==> src/rtl/core/http_chunked_body_decoder_top_macros.svh <==
// Assertion macros used by the chunked body decoder RTL.
`ifndef HTTP_CHUNKED_BODY_DECODER_TOP_MACROS_SVH
`define HTTP_CHUNKED_BODY_DECODER_TOP_MACROS_SVH

// Same-cycle implication, checked outside reset.
`define HCBD_ASSERT_NOW(label, ante, cons, msg) \
    label: assert property (@(posedge i_clk) disable iff (!i_rst_n) (ante) |-> (cons)) \
        else $error(msg);

// Next-cycle implication, checked outside reset.
`define HCBD_ASSERT_NXT(label, ante, cons, msg) \
    label: assert property (@(posedge i_clk) disable iff (!i_rst_n) (ante) |=> (cons)) \
        else $error(msg);

`endif

==> src/rtl/core/hcbd_pkg.sv <==
// Types, character codes and the hex digit decoder for the chunked body decoder.
`default_nettype none
package hcbd_pkg;

    localparam int C_OUT_COUNT_W = 24;
    localparam int C_MAX_OUT_W   = 24;

    localparam logic [7:0] C_CR     = 8'h0D;
    localparam logic [7:0] C_LF     = 8'h0A;
    localparam logic [7:0] C_ZERO   = 8'h30;
    localparam logic [7:0] C_NINE   = 8'h39;
    localparam logic [7:0] C_LOW_A  = 8'h61;
    localparam logic [7:0] C_LOW_F  = 8'h66;
    localparam logic [7:0] C_UP_A   = 8'h41;
    localparam logic [7:0] C_UP_F   = 8'h46;
    localparam logic [7:0] C_TEN    = 8'd10;

    typedef enum logic [4:0] {
        PH_LINE     = 5'b00001,
        PH_DATA     = 5'b00010,
        PH_TRAIL    = 5'b00100,
        PH_TRAIL_CR = 5'b01000,
        PH_DONE     = 5'b10000
    } t_phase;

    typedef struct packed {
        logic [7:0] raw_byte;
        logic       body_last;
    } t_item;

    typedef struct packed {
        logic [7:0]               data_byte;
        logic                     data_valid;
        logic                     done_res;
        logic                     ok;
        logic [C_OUT_COUNT_W-1:0] decoded_count;
    } t_result;

    // Bit 4 flags a hex digit, bits 3:0 carry its value.
    function automatic logic [4:0] hex_digit(input logic [7:0] c);
        logic [4:0] res;
        res = 5'b0;
        if (c inside {[C_ZERO:C_NINE]}) begin
            res = {1'b1, 4'(c - C_ZERO)};
        end else if (c inside {[C_LOW_A:C_LOW_F]}) begin
            res = {1'b1, 4'(c - C_LOW_A + C_TEN)};
        end else if (c inside {[C_UP_A:C_UP_F]}) begin
            res = {1'b1, 4'(c - C_UP_A + C_TEN)};
        end
        return res;
    endfunction

endpackage
`default_nettype wire

==> src/rtl/core/http_chunked_body_decoder_top.sv <==
// An accepted item is held in the input register; its result is then registered
// in the result register. One raw byte is taken per cycle while the output does
// not stall; each byte updates the size, payload and trailer state combinationally
// between the registers. Bytes that produce no result still pass the input register.
// Reset is synchronous and active low: it clears all body state and sets max_out
// to all ones; there is no clearing pass.
`default_nettype none
module http_chunked_body_decoder_top
    import hcbd_pkg::*;
#(
    parameter int SIZE_BITS  = 32,
    parameter int COUNT_BITS = 24
) (
    input  wire logic                     i_clk,
    input  wire logic                     i_rst_n,
    input  wire logic                     i_cfg_we,
    input  wire logic [C_MAX_OUT_W-1:0]   i_cfg_wdata,
    input  wire logic                     i_in_valid,
    output logic                          o_in_stall,
    input  wire logic [7:0]               i_raw_byte,
    input  wire logic                     i_body_last,
    output logic                          o_out_valid,
    input  wire logic                     i_out_stall,
    output logic [7:0]                    o_data_byte,
    output logic                          o_data_valid,
    output logic                          o_done_res,
    output logic                          o_ok,
    output logic [C_OUT_COUNT_W-1:0]      o_decoded_count
);

    logic [C_MAX_OUT_W-1:0] r_max_out;
    t_item                  in_item;
    t_item                  cur_item;
    logic                   free;
    logic                   go;
    logic                   emit;
    t_result                res;
    t_result                out_res;

    always_ff @(posedge i_clk) begin
        if (!i_rst_n) begin
            r_max_out <= '1;
        end else if (i_cfg_we) begin
            r_max_out <= i_cfg_wdata;
        end
    end

    assign in_item.raw_byte  = i_raw_byte;
    assign in_item.body_last = i_body_last;

    hcbd_in_stage u_in (
        .i_clk      (i_clk),
        .i_rst_n    (i_rst_n),
        .i_in_valid (i_in_valid),
        .i_item     (in_item),
        .i_free     (free),
        .o_in_stall (o_in_stall),
        .o_go       (go),
        .o_item     (cur_item)
    );

    hcbd_decode #(
        .SIZE_BITS  (SIZE_BITS),
        .COUNT_BITS (COUNT_BITS)
    ) u_decode (
        .i_clk     (i_clk),
        .i_rst_n   (i_rst_n),
        .i_go      (go),
        .i_item    (cur_item),
        .i_max_out (r_max_out),
        .o_emit    (emit),
        .o_res     (res)
    );

    hcbd_out_stage u_out (
        .i_clk       (i_clk),
        .i_rst_n     (i_rst_n),
        .i_load      (emit),
        .i_res       (res),
        .i_out_stall (i_out_stall),
        .o_free      (free),
        .o_out_valid (o_out_valid),
        .o_res       (out_res)
    );

    assign o_data_byte     = out_res.data_byte;
    assign o_data_valid    = out_res.data_valid;
    assign o_done_res      = out_res.done_res;
    assign o_ok            = out_res.ok;
    assign o_decoded_count = out_res.decoded_count;

endmodule
`default_nettype wire

==> src/rtl/core/hcbd_in_stage.sv <==
// Input register of the chunked body decoder.
`default_nettype none
module hcbd_in_stage
    import hcbd_pkg::*;
(
    input  wire logic  i_clk,
    input  wire logic  i_rst_n,
    input  wire logic  i_in_valid,
    input  wire t_item i_item,
    input  wire logic  i_free,
    output logic       o_in_stall,
    output logic       o_go,
    output t_item      o_item
);

    logic  r_vld;
    logic  n_vld;
    t_item r_item;
    logic  accept;

    // Process the held item whenever the result register can take a result.
    assign o_go       = r_vld && i_free;
    assign o_in_stall = r_vld && !i_free;
    assign accept     = i_in_valid && !o_in_stall;
    assign o_item     = r_item;

    always_comb begin
        n_vld = r_vld;
        if (accept) begin
            n_vld = 1'b1;
        end else if (o_go) begin
            n_vld = 1'b0;
        end
    end

    always_ff @(posedge i_clk) begin
        if (!i_rst_n) begin
            r_vld <= 1'b0;
        end else begin
            r_vld <= n_vld;
        end
    end

    always_ff @(posedge i_clk) begin
        if (accept) begin
            r_item <= i_item;
        end
    end

endmodule
`default_nettype wire

==> src/rtl/core/hcbd_decode.sv <==
// Per-byte state update of the chunked body decoder: size line, payload, trailer.
`default_nettype none
`include "http_chunked_body_decoder_top_macros.svh"
module hcbd_decode
    import hcbd_pkg::*;
#(
    parameter int SIZE_BITS  = 32,
    parameter int COUNT_BITS = 24
) (
    input  wire logic                   i_clk,
    input  wire logic                   i_rst_n,
    input  wire logic                   i_go,
    input  wire t_item                  i_item,
    input  wire logic [C_MAX_OUT_W-1:0] i_max_out,
    output logic                        o_emit,
    output t_result                     o_res
);

    localparam int CMP_W = (COUNT_BITS > C_MAX_OUT_W) ? COUNT_BITS : C_MAX_OUT_W;

    t_phase                r_phase;
    t_phase                n_phase;
    logic [SIZE_BITS-1:0]  r_chunk;
    logic [SIZE_BITS-1:0]  n_chunk;
    logic                  r_dig_end;
    logic                  n_dig_end;
    logic                  r_saw_cr;
    logic                  n_saw_cr;
    logic [COUNT_BITS-1:0] r_cnt;
    logic [COUNT_BITS-1:0] n_cnt;

    logic [7:0]            c;
    logic                  last;
    logic [4:0]            hex;

    // Size line step, on inputs chosen by the phase.
    logic [SIZE_BITS-1:0]  ln_chunk_in;
    logic                  ln_de_in;
    logic                  ln_scr_in;
    logic [SIZE_BITS-1:0]  ln_chunk;
    logic                  ln_de;
    logic                  ln_scr;
    t_phase                ln_phase;
    logic                  ln_zero;

    logic [SIZE_BITS-1:0]  chunk_dec;
    logic                  room;
    logic                  valid;
    logic                  zero_end;

    assign c    = i_item.raw_byte;
    assign last = i_item.body_last;
    assign hex  = hex_digit(c);

    always_comb begin
        ln_chunk_in = r_chunk;
        ln_de_in    = r_dig_end;
        ln_scr_in   = r_saw_cr;
        // A CR after payload not followed by LF opens an empty size line.
        if (r_phase == PH_TRAIL_CR) begin
            ln_de_in  = 1'b1;
            ln_scr_in = 1'b1;
        end
    end

    always_comb begin
        ln_chunk = ln_chunk_in;
        ln_de    = ln_de_in;
        ln_scr   = ln_scr_in;
        ln_phase = PH_LINE;
        ln_zero  = 1'b0;
        if (!ln_de_in && hex[4]) begin
            if (ln_chunk_in[SIZE_BITS-1 -: 4] != 4'b0) begin
                ln_chunk = '1;
            end else begin
                ln_chunk = {ln_chunk_in[SIZE_BITS-5:0], hex[3:0]};
            end
        end else begin
            ln_de = 1'b1;
            if (ln_scr_in && c == C_LF) begin
                ln_de  = 1'b0;
                ln_scr = 1'b0;
                if (ln_chunk_in == '0) begin
                    ln_phase = PH_DONE;
                    ln_zero  = 1'b1;
                end else begin
                    ln_phase = PH_DATA;
                end
            end else begin
                ln_scr = (c == C_CR);
            end
        end
    end

    assign chunk_dec = r_chunk - SIZE_BITS'(1);
    assign room      = (CMP_W'(r_cnt) < CMP_W'(i_max_out)) && (r_cnt != '1);

    always_comb begin
        n_phase   = r_phase;
        n_chunk   = r_chunk;
        n_dig_end = r_dig_end;
        n_saw_cr  = r_saw_cr;
        n_cnt     = r_cnt;
        valid     = 1'b0;
        zero_end  = 1'b0;
        case (r_phase)
            PH_LINE: begin
                n_chunk   = ln_chunk;
                n_dig_end = ln_de;
                n_saw_cr  = ln_scr;
                n_phase   = ln_phase;
                zero_end  = ln_zero;
            end
            PH_DATA: begin
                if (room) begin
                    n_cnt = r_cnt + COUNT_BITS'(1);
                    valid = 1'b1;
                end
                n_chunk = chunk_dec;
                if (chunk_dec == '0) begin
                    n_phase = PH_TRAIL;
                end
            end
            PH_TRAIL: begin
                if (c == C_CR) begin
                    n_phase = PH_TRAIL_CR;
                end else begin
                    n_chunk   = ln_chunk;
                    n_dig_end = ln_de;
                    n_saw_cr  = ln_scr;
                    n_phase   = ln_phase;
                    zero_end  = ln_zero;
                end
            end
            PH_TRAIL_CR: begin
                n_phase = PH_LINE;
                if (c != C_LF) begin
                    n_chunk   = ln_chunk;
                    n_dig_end = ln_de;
                    n_saw_cr  = ln_scr;
                    n_phase   = ln_phase;
                    zero_end  = ln_zero;
                end
            end
            default: begin
            end
        endcase
    end

    // A body already closed by a zero chunk reports nothing on its last byte.
    always_comb begin
        o_emit              = i_go && (valid || zero_end || (last && r_phase != PH_DONE));
        o_res.data_byte     = valid ? c : 8'h00;
        o_res.data_valid    = valid;
        o_res.done_res      = zero_end || last;
        o_res.ok            = zero_end || (last && n_phase != PH_DONE && n_cnt != '0);
        o_res.decoded_count = C_OUT_COUNT_W'(n_cnt);
    end

    always_ff @(posedge i_clk) begin
        if (!i_rst_n) begin
            r_phase   <= PH_LINE;
            r_chunk   <= '0;
            r_dig_end <= 1'b0;
            r_saw_cr  <= 1'b0;
            r_cnt     <= '0;
        end else if (i_go) begin
            if (last) begin
                r_phase   <= PH_LINE;
                r_chunk   <= '0;
                r_dig_end <= 1'b0;
                r_saw_cr  <= 1'b0;
                r_cnt     <= '0;
            end else begin
                r_phase   <= n_phase;
                r_chunk   <= n_chunk;
                r_dig_end <= n_dig_end;
                r_saw_cr  <= n_saw_cr;
                r_cnt     <= n_cnt;
            end
        end
    end

    `HCBD_ASSERT_NOW(a_data_only_in_payload, o_emit && o_res.data_valid, r_phase == PH_DATA, "payload byte outside payload phase")
    `HCBD_ASSERT_NOW(a_payload_has_bytes, r_phase == PH_DATA, r_chunk != '0, "payload phase with nothing left")
    `HCBD_ASSERT_NOW(a_ok_needs_done, o_emit && o_res.ok, o_res.done_res, "ok without done")
    `HCBD_ASSERT_NXT(a_last_clears, i_go && last, r_phase == PH_LINE && r_cnt == '0, "state not cleared after last byte")

endmodule
`default_nettype wire

==> src/rtl/core/hcbd_out_stage.sv <==
// Result register of the chunked body decoder.
`default_nettype none
module hcbd_out_stage
    import hcbd_pkg::*;
(
    input  wire logic    i_clk,
    input  wire logic    i_rst_n,
    input  wire logic    i_load,
    input  wire t_result i_res,
    input  wire logic    i_out_stall,
    output logic         o_free,
    output logic         o_out_valid,
    output t_result      o_res
);

    logic    r_vld;
    logic    n_vld;
    t_result r_res;

    assign o_free      = !r_vld || !i_out_stall;
    assign o_out_valid = r_vld;
    assign o_res       = r_res;

    always_comb begin
        n_vld = r_vld;
        if (i_load) begin
            n_vld = 1'b1;
        end else if (o_free) begin
            n_vld = 1'b0;
        end
    end

    always_ff @(posedge i_clk) begin
        if (!i_rst_n) begin
            r_vld <= 1'b0;
        end else begin
            r_vld <= n_vld;
        end
    end

    always_ff @(posedge i_clk) begin
        if (i_load) begin
            r_res <= i_res;
        end
    end

endmodule
`default_nettype wire
==> config.mk <==
export PLATFORM = sky130hd
export DESIGN_NAME = http_chunked_body_decoder_top
export DESIGN_NICKNAME = d
export VERILOG_FILES = /design/src/rtl/core/hcbd_pkg.sv /design/src/rtl/core/http_chunked_body_decoder_top.sv /design/src/rtl/core/hcbd_in_stage.sv /design/src/rtl/core/hcbd_decode.sv /design/src/rtl/core/hcbd_out_stage.sv
export VERILOG_INCLUDE_DIRS = /design/src /design/src/rtl/core
export SDC_FILE = /design/constraint.sdc
export NUM_CORES = 1
export LEC_CHECK = 0
export BUFFER_PORTS_ARGS = -buffer_cell sky130_fd_sc_hd__buf_2
export CORE_MARGIN = 4
export CORE_UTILIZATION = 30
export CTS_CLUSTER_DIAMETER = 60
export DETAILED_ROUTE_END_ITERATION = 16
export PLACE_DENSITY_LB_ADDON = 0.2
export SLEW_MARGIN = 40
export SYNTH_ARGS = -nofsm -noshare
export SYNTH_HDL_FRONTEND = slang
export SYNTH_SLANG_ARGS = --single-unit
==> constraint.sdc <==
create_clock -name i_clk -period 6.8 [get_ports i_clk]
set_input_delay 0.68 -clock i_clk [delete_from_list [all_inputs] [get_ports i_clk]]
set_output_delay 0.68 -clock i_clk [all_outputs]
set_load 0.01 [all_outputs]
After elaboration in Yosys (flattened, before gate mapping)
Index checks and enable logic that the tools add are counted.
- add/subtract/negate cells: 7
- magnitude comparators: 7
- eq/ne operators: 12
- mux-type cells: 46
- reduce and logical (&&, ||, !) cells: 33
- operators with widths (cell ; number):
    32-bit two-way mux ; 5
    32-bit one-hot mux with 4 select lines ; 1
    24-bit two-way mux ; 3
    32-bit zero test ; 2
    5-bit two-way mux ; 10
    32-bit by 1-bit subtractor with 32-bit output, second input constant ; 1
    24-bit by 1-bit adder with 24-bit output, second input constant ; 1
    24-bit < comparator ; 1
    24-bit inequality test, second input constant ; 1
    24-bit nonzero test ; 1
    1-bit two-way mux ; 23
    5-bit one-hot mux with 4 select lines ; 1
    8-bit by 4-bit == test with 1-bit output, second input constant ; 2
    8-bit by 7-bit >= comparator with 1-bit output, second input constant ; 2
    8-bit by 7-bit less-or-equal comparator with 1-bit output, second input constant ; 2
    1-bit logical AND ; 13
    4-bit by 1-bit subtractor with 4-bit output, second input constant ; 3
    5-bit inequality test, second input constant ; 2
    1-bit one-hot mux with 3 select lines ; 3
    4-bit adder, second input constant ; 2
    8-bit by 6-bit >= comparator with 1-bit output, second input constant ; 1
    8-bit by 6-bit less-or-equal comparator with 1-bit output, second input constant ; 1
    8-bit by 4-bit inequality test with 1-bit output, second input constant ; 1
    4-bit AND reduction ; 2
    other kinds (10) ; 21
- flip-flop bits (word level): 133
- output and inout bits: 37

Depth between registers and ports, before layout
- word-level depth: 13
- gate-level depth with buffers: 14
- depth with buffers taken out: 12

Modules after synthesis
From an unflattened synthesis, not the netlist that was laid out.
- cells, all modules: 971
- area, all modules: 8187.9 µm²
- by module, submodules not included (module ; times used ; cells each ; area an instance (µm²)):
    hcbd_decode ; 1 ; 841 ; 5908.2
    hcbd_out_stage ; 1 ; 39 ; 1086.0
    http_chunked_body_decoder_top ; 1 ; 77 ; 869.6
    hcbd_in_stage ; 1 ; 14 ; 324.1

Worst setup path after synthesis
Ideal clock, no wire load.
- path kind: register to register
- from: reg u_decode.r_phase[0]
- to: reg u_out.r_res, in the netlist u_out.o_res[0] (enable)
- arrival: 3706 ps
- required time: 6359 ps
- path slack: 2653 ps
- cell stages (with the launch flop): 9
- buffers on the path: 1
- path through: dfxtp_1 -> clkbuf_1 -> nor4_1 -> and2_1 -> nor2_1 -> a2111oi_0 -> or2b_1 -> o21a_1 -> a21oi_1
- longest elaborated chain between the ends: 10
- elaborated cells on any way between the ends: 20
- classes of those cells: eq/ne: 5; mux: 8; reduce/logical: 7
- RTL lines (element ; line ; source):
    start: declaration ; hcbd_decode.sv:21 ; t_phase r_phase;
    start signal: assignment ; hcbd_decode.sv:175 ; r_phase <= n_phase;
    5-bit by 4-bit == test with 1-bit output ; hcbd_decode.sv:60, hcbd_decode.sv:106 ;
    1-bit two-way mux ; hcbd_decode.sv:60 ; if (r_phase == PH_TRAIL_CR) begin
    1-bit logical AND / 1-bit zero test (equally long branches) ; hcbd_decode.sv:80, hcbd_decode.sv:72 ;
    1-bit two-way mux / 1-bit logical AND (equally long branches) ; hcbd_decode.sv:80, hcbd_decode.sv:72 ;
    1-bit two-way mux ; hcbd_decode.sv:72 ; if (!ln_de_in && hex[4]) begin
    1-bit two-way mux, on equally long branches ; hcbd_decode.sv:137, hcbd_decode.sv:125 ;
    1-bit one-hot mux with 3 select lines ; hcbd_decode.sv:106 ; case (r_phase)
    1-bit logical OR ; hcbd_decode.sv:152 ; o_emit = i_go && (valid || zero_end || (last && r_phase != PH_DONE));
    1-bit logical OR (*) ; hcbd_decode.sv:152 ;
    1-bit logical AND (*) ; hcbd_decode.sv:152 ;
    named net emit ; http_chunked_body_decoder_top.sv:36 ; logic emit;
    end signal: assignment ; hcbd_out_stage.sv:43 ; r_res <= i_res;
    end: declaration ; hcbd_out_stage.sv:18 ; t_result r_res;
Mark *: on every way through the listed nets, which the timed path passes. The rest lies on a longest branch.
A chain may end at the register's enable or synchronous reset.

==> run_summary.xml <==
<?xml version="1.0" encoding="UTF-8"?>
<metrics>
  <group name="detailed_routing">
    <metric name="remaining_routing_drc_violations" unit="">0</metric>
    <metric name="viasPerCell" unit="">5.23</metric>
    <metric name="drt-total-wl" unit="mm">22.4</metric>
    <metric name="detail_route.iter0.violations" unit="">474</metric>
    <metric name="antenna_left" unit="">0</metric>
    <metric name="detailedRoute.firstPassIterationCount" unit="">5</metric>
    <metric name="drt-wirelength-per-cell" unit="µm">17.6</metric>
    <metric name="vias" unit="">6663</metric>
  </group>
  <group name="clock_network">
    <metric name="cts-buffers-inserted" unit="">17</metric>
    <metric name="cts_tree" unit="">done</metric>
    <metric name="sinks_on_clock_net" unit="">133</metric>
    <metric name="post-cts-setup-buffer-count" unit="">0</metric>
    <metric name="worst_setup_hold_path_clk_slew" unit="ps">70</metric>
    <metric name="ctsResizeCount" unit="">0</metric>
    <metric name="htree_levels" unit="">4</metric>
    <metric name="cts_hold_repair.buffers" unit="">0</metric>
    <metric name="cts_max_path_buffers" unit="">2</metric>
    <metric name="insertion_delay_to_the_later_sink_of_the_worst_skew_pair" unit="ps">430</metric>
    <metric name="clockRootBuffer" unit="">clkbuf_16</metric>
  </group>
  <group name="die">
    <metric name="core_region_area" unit="mm²">0.0261</metric>
    <metric name="floorplan.die.height" unit="µm">171</metric>
    <metric name="placement_rows" unit="">59</metric>
    <metric name="initial_core_util" unit="%">30.5</metric>
    <metric name="ios" unit="">75</metric>
    <metric name="dieWidth" unit="µm">171</metric>
    <metric name="fp.dieArea" unit="mm²">0.0292</metric>
  </group>
  <group name="timing">
    <metric name="fin_worst_skew" unit="ps">14.9</metric>
    <metric name="report.final.setup_viol" unit="">0</metric>
    <metric name="hold_violations" unit="">0</metric>
    <metric name="finalCritPeriodShare" unit="%">52.9</metric>
    <metric name="timing_worst_slew_pin_value" unit="ps">739</metric>
    <metric name="setup-tns-final" unit="ps">0</metric>
    <metric name="maxClockFrequency" unit="MHz">278</metric>
    <metric name="layout_min_cycle_time" unit="ps">3600</metric>
    <metric name="postLayoutSetupSlackWorst" unit="ps">3200</metric>
    <metric name="final.hold.worst_slack" unit="ps">426</metric>
    <metric name="maxSlewHeadroom" unit="%">50.3</metric>
    <metric name="grt_setup_unrepaired" unit="">no</metric>
    <metric name="maxSlewViolCount" unit="">0</metric>
  </group>
  <group name="worst_setup_path">
    <metric name="cp_delay_by_family_top" unit="">compound AO/OA/AOI/OAI gates</metric>
    <metric name="critPathMaxFanout" unit="">33</metric>
    <metric name="critical_path.n_buffers_inverters" unit="">1</metric>
    <metric name="cp-start-kind" unit="">flop</metric>
    <metric name="slowest_stage_cell_on_the_critical_path" unit="">dfxtp_1</metric>
    <metric name="critPathMaxStageDelay" unit="ps">630</metric>
    <metric name="worstPathRequired" unit="ps">6970</metric>
    <metric name="worstSetupPathType" unit="">flop to flop</metric>
    <metric name="worst_setup_path_end_kind" unit="">flop</metric>
    <metric name="cp_data_arrival_time" unit="ps">3770</metric>
    <metric name="path_cells" unit="">ha_1 &gt; a21oi_1 &gt; o21ai_0 &gt; o2bb2ai_1 &gt; a41oi_2 &gt; nand3_2 &gt; inv_2 &gt; and3_4 &gt; nand3_1 &gt; a2111oi_2 &gt; a31oi_1</metric>
  </group>
  <group name="final_layout">
    <metric name="final-instance-count-excl-fill" unit="">1274</metric>
    <metric name="n_fill_cell" unit="">2675</metric>
    <metric name="finish.net_count" unit="">994</metric>
    <metric name="diodes" unit="">0</metric>
    <metric name="synthToLayoutAreaGrowth" unit="%">15.1</metric>
    <metric name="layout.cells.most_common" unit="">nor2_1</metric>
    <metric name="post_route_cells_drive_above_1_share" unit="%">17.7</metric>
    <metric name="most_used_cells_in_the_layout_excluding_fill_and_tap_cells" unit="">nor2_1, dfxtp_1, nand2_1</metric>
  </group>
  <group name="logic_synthesis">
    <metric name="synthesis.yosys.warnings" unit="">0</metric>
    <metric name="postSynthCellCount" unit="">902</metric>
    <metric name="ys_seq_elements" unit="">133</metric>
    <metric name="synth-edff-count" unit="">44</metric>
    <metric name="dominantRegCellSynth" unit="">dfxtp_1</metric>
    <metric name="seq_area_frac_synth" unit="%">39.1</metric>
    <metric name="synth_cell_type_count" unit="">84</metric>
    <metric name="synth_area" unit="mm²">0.00795</metric>
    <metric name="postSynthAreaPerCell" unit="µm²">8.81</metric>
    <metric name="synth_fp_nets" unit="">970</metric>
    <metric name="synthArstFlopShare" unit="%">0</metric>
  </group>
  <group name="placed_design">
    <metric name="number_of_input_and_output_port_buffers_inserted" unit="">74</metric>
    <metric name="place_worst_setup_slack" unit="ps">3220</metric>
    <metric name="gpl.final_weighted_congestion" unit="">0.811</metric>
    <metric name="detailed_place_hpwl" unit="mm">15.2</metric>
    <metric name="place_inst" unit="">1242</metric>
  </group>
  <group name="flow_run">
    <metric name="max_cap_viol_count" unit="">0</metric>
  </group>
  <group name="pwr">
    <metric name="static-leakage-power" unit="µW">0.00366</metric>
    <metric name="power.density" unit="mW/mm²">232</metric>
    <metric name="worst_vdd_ir" unit="V">0.000161</metric>
  </group>
  <group name="global_route">
    <metric name="first_global_vias" unit="">6612</metric>
    <metric name="pin_count_of_the_biggest_net_entering_global_routing" unit="">92</metric>
    <metric name="antenna_found_initial" unit="">0</metric>
    <metric name="grt_overflow_total" unit="">0</metric>
    <metric name="grt_first_pass_wirelength" unit="mm">35.9</metric>
    <metric name="gr-usage-all-layers" unit="%">15.4</metric>
  </group>
  <group name="min_path">
    <metric name="hp-class" unit="">input port to flop</metric>
  </group>
  <group name="run_status">
    <metric name="outcome" unit="">finished clean</metric>
  </group>
</metrics>
==> registers in the layout (all words and copies together) (netlist names) <==
signal,cells
u_in.r_vld,1
u_decode.r_phase,5
u_out.o_out_valid,1
u_decode.ln_chunk_in,32
u_decode.r_dig_end,1
u_out.o_res,35
u_decode.r_saw_cr,1
u_decode.r_cnt,24
r_max_out,24
u_in.o_item,9
==> where the power goes <==
part | internal (µW) | total, µW | switching [µW]
clock | 616 | 996 | 380
combinational | 97.9 | 257 | 159
sequential | 844 | 871 | 26.8
total | 1560 | 2120 | 566
==> worst reg2reg max path, cell delays in order (launching register included) <==
cell       delay (ps)
dfxtp_1           630
ha_1              340
a21oi_1           120
o21ai_0            90
o2bb2ai_1         150
a41oi_2           170
nand3_2           370
inv_2             570
and3_4            300
nand3_1           100
a2111oi_2         400
a31oi_1           130
==> through the flow <==
stage / total power, µW / utilization [%] / area (µm²)
floorplan: 1070 / - / 7950
global placement: 1150 / 32.5 / 8480
detailed placement: 1150 / 32.6 / 8490
CTS: 2150 / 35.1 / 9140
global route: 2220 / 35.1 / 9150
finish: 2120 / 35.1 / 9150
==> kinds of logic after synthesis <==
family / share of synthesized area [%]
compound gates: 22.4
xor+xnor: 4.85
fa+ha+maj: 4.72
buf+inv: 5.75
flops: 39.1
mux: 0.378
simple gates: 22.9
==> worst paths after layout <==
| path | endpoint | slack, ps | start | depth (start not counted) |
|---|---|---|---|---|
| worst min-delay path | u_in.o_item[5] | 430 | i_raw_byte[4] | 1 |
| worst max register to register | u_out.o_res[24] | 3200 | u_decode.r_cnt[9] | 11 |
| worst max-delay path | u_out.o_res[24] | 3200 | u_decode.r_cnt[9] | 11 |
| worst min register to register | u_decode.r_dig_end | 500 | u_decode.r_dig_end | 2 |
==> cells in the mapped netlist, drive strengths merged (4+ instances only) <==
cell | number | area share, %
o21ai | 38 | 2.4
a21boi | 20 | 1.9
edfxtp | 44 | 17
buf | 22 | 1.5
nand2 | 87 | 4.2
o221a | 24 | 3.4
or4 | 4 | 0.38
and3 | 16 | 1.3
a311oi | 15 | 1.7
nand4 | 18 | 1.8
a211oi | 10 | 0.94
o211ai | 26 | 2.5
a22oi | 14 | 1.3
nand2b | 4 | 0.31
inv | 36 | 1.7
nor3 | 17 | 1.4
a31oi | 8 | 0.63
nor4 | 15 | 1.4
xnor2 | 27 | 3.0
nor2b | 21 | 1.7
dfxtp | 89 | 22
o21a | 6 | 0.57
and4 | 6 | 0.66
a41oi | 5 | 0.65
a2111oi | 4 | 0.60
xor2 | 17 | 1.9
or3 | 11 | 0.87
and2 | 18 | 1.5
a21oi | 36 | 2.3
nor2 | 94 | 4.6
nand3 | 15 | 1.0
a2111o | 6 | 0.85
clkbuf | 54 | 2.6
ha | 30 | 4.7
==> metal layers <==
metal	global-route usage, %	share of wire, %	vias to the layer above
met2	26.5	50	121
met1	19.6	45	3158
met3	3.03	3.8	19
li1	-	-	3365
met5	0	0	-
met4	4.79	1.6	0
==> cell type report <==
cell class	count	area [µm²]	area share (%)
clock inverters	7	61.3	0.670
well taps	335	419	4.58
flip-flops and latches	133	3100	33.9
repair buffers	81	429	4.69
multi-input cells	657	4400	48.2
clock buffers	25	593	6.49
inverters	36	135	1.48
Power figures use the tool's default switching activity.
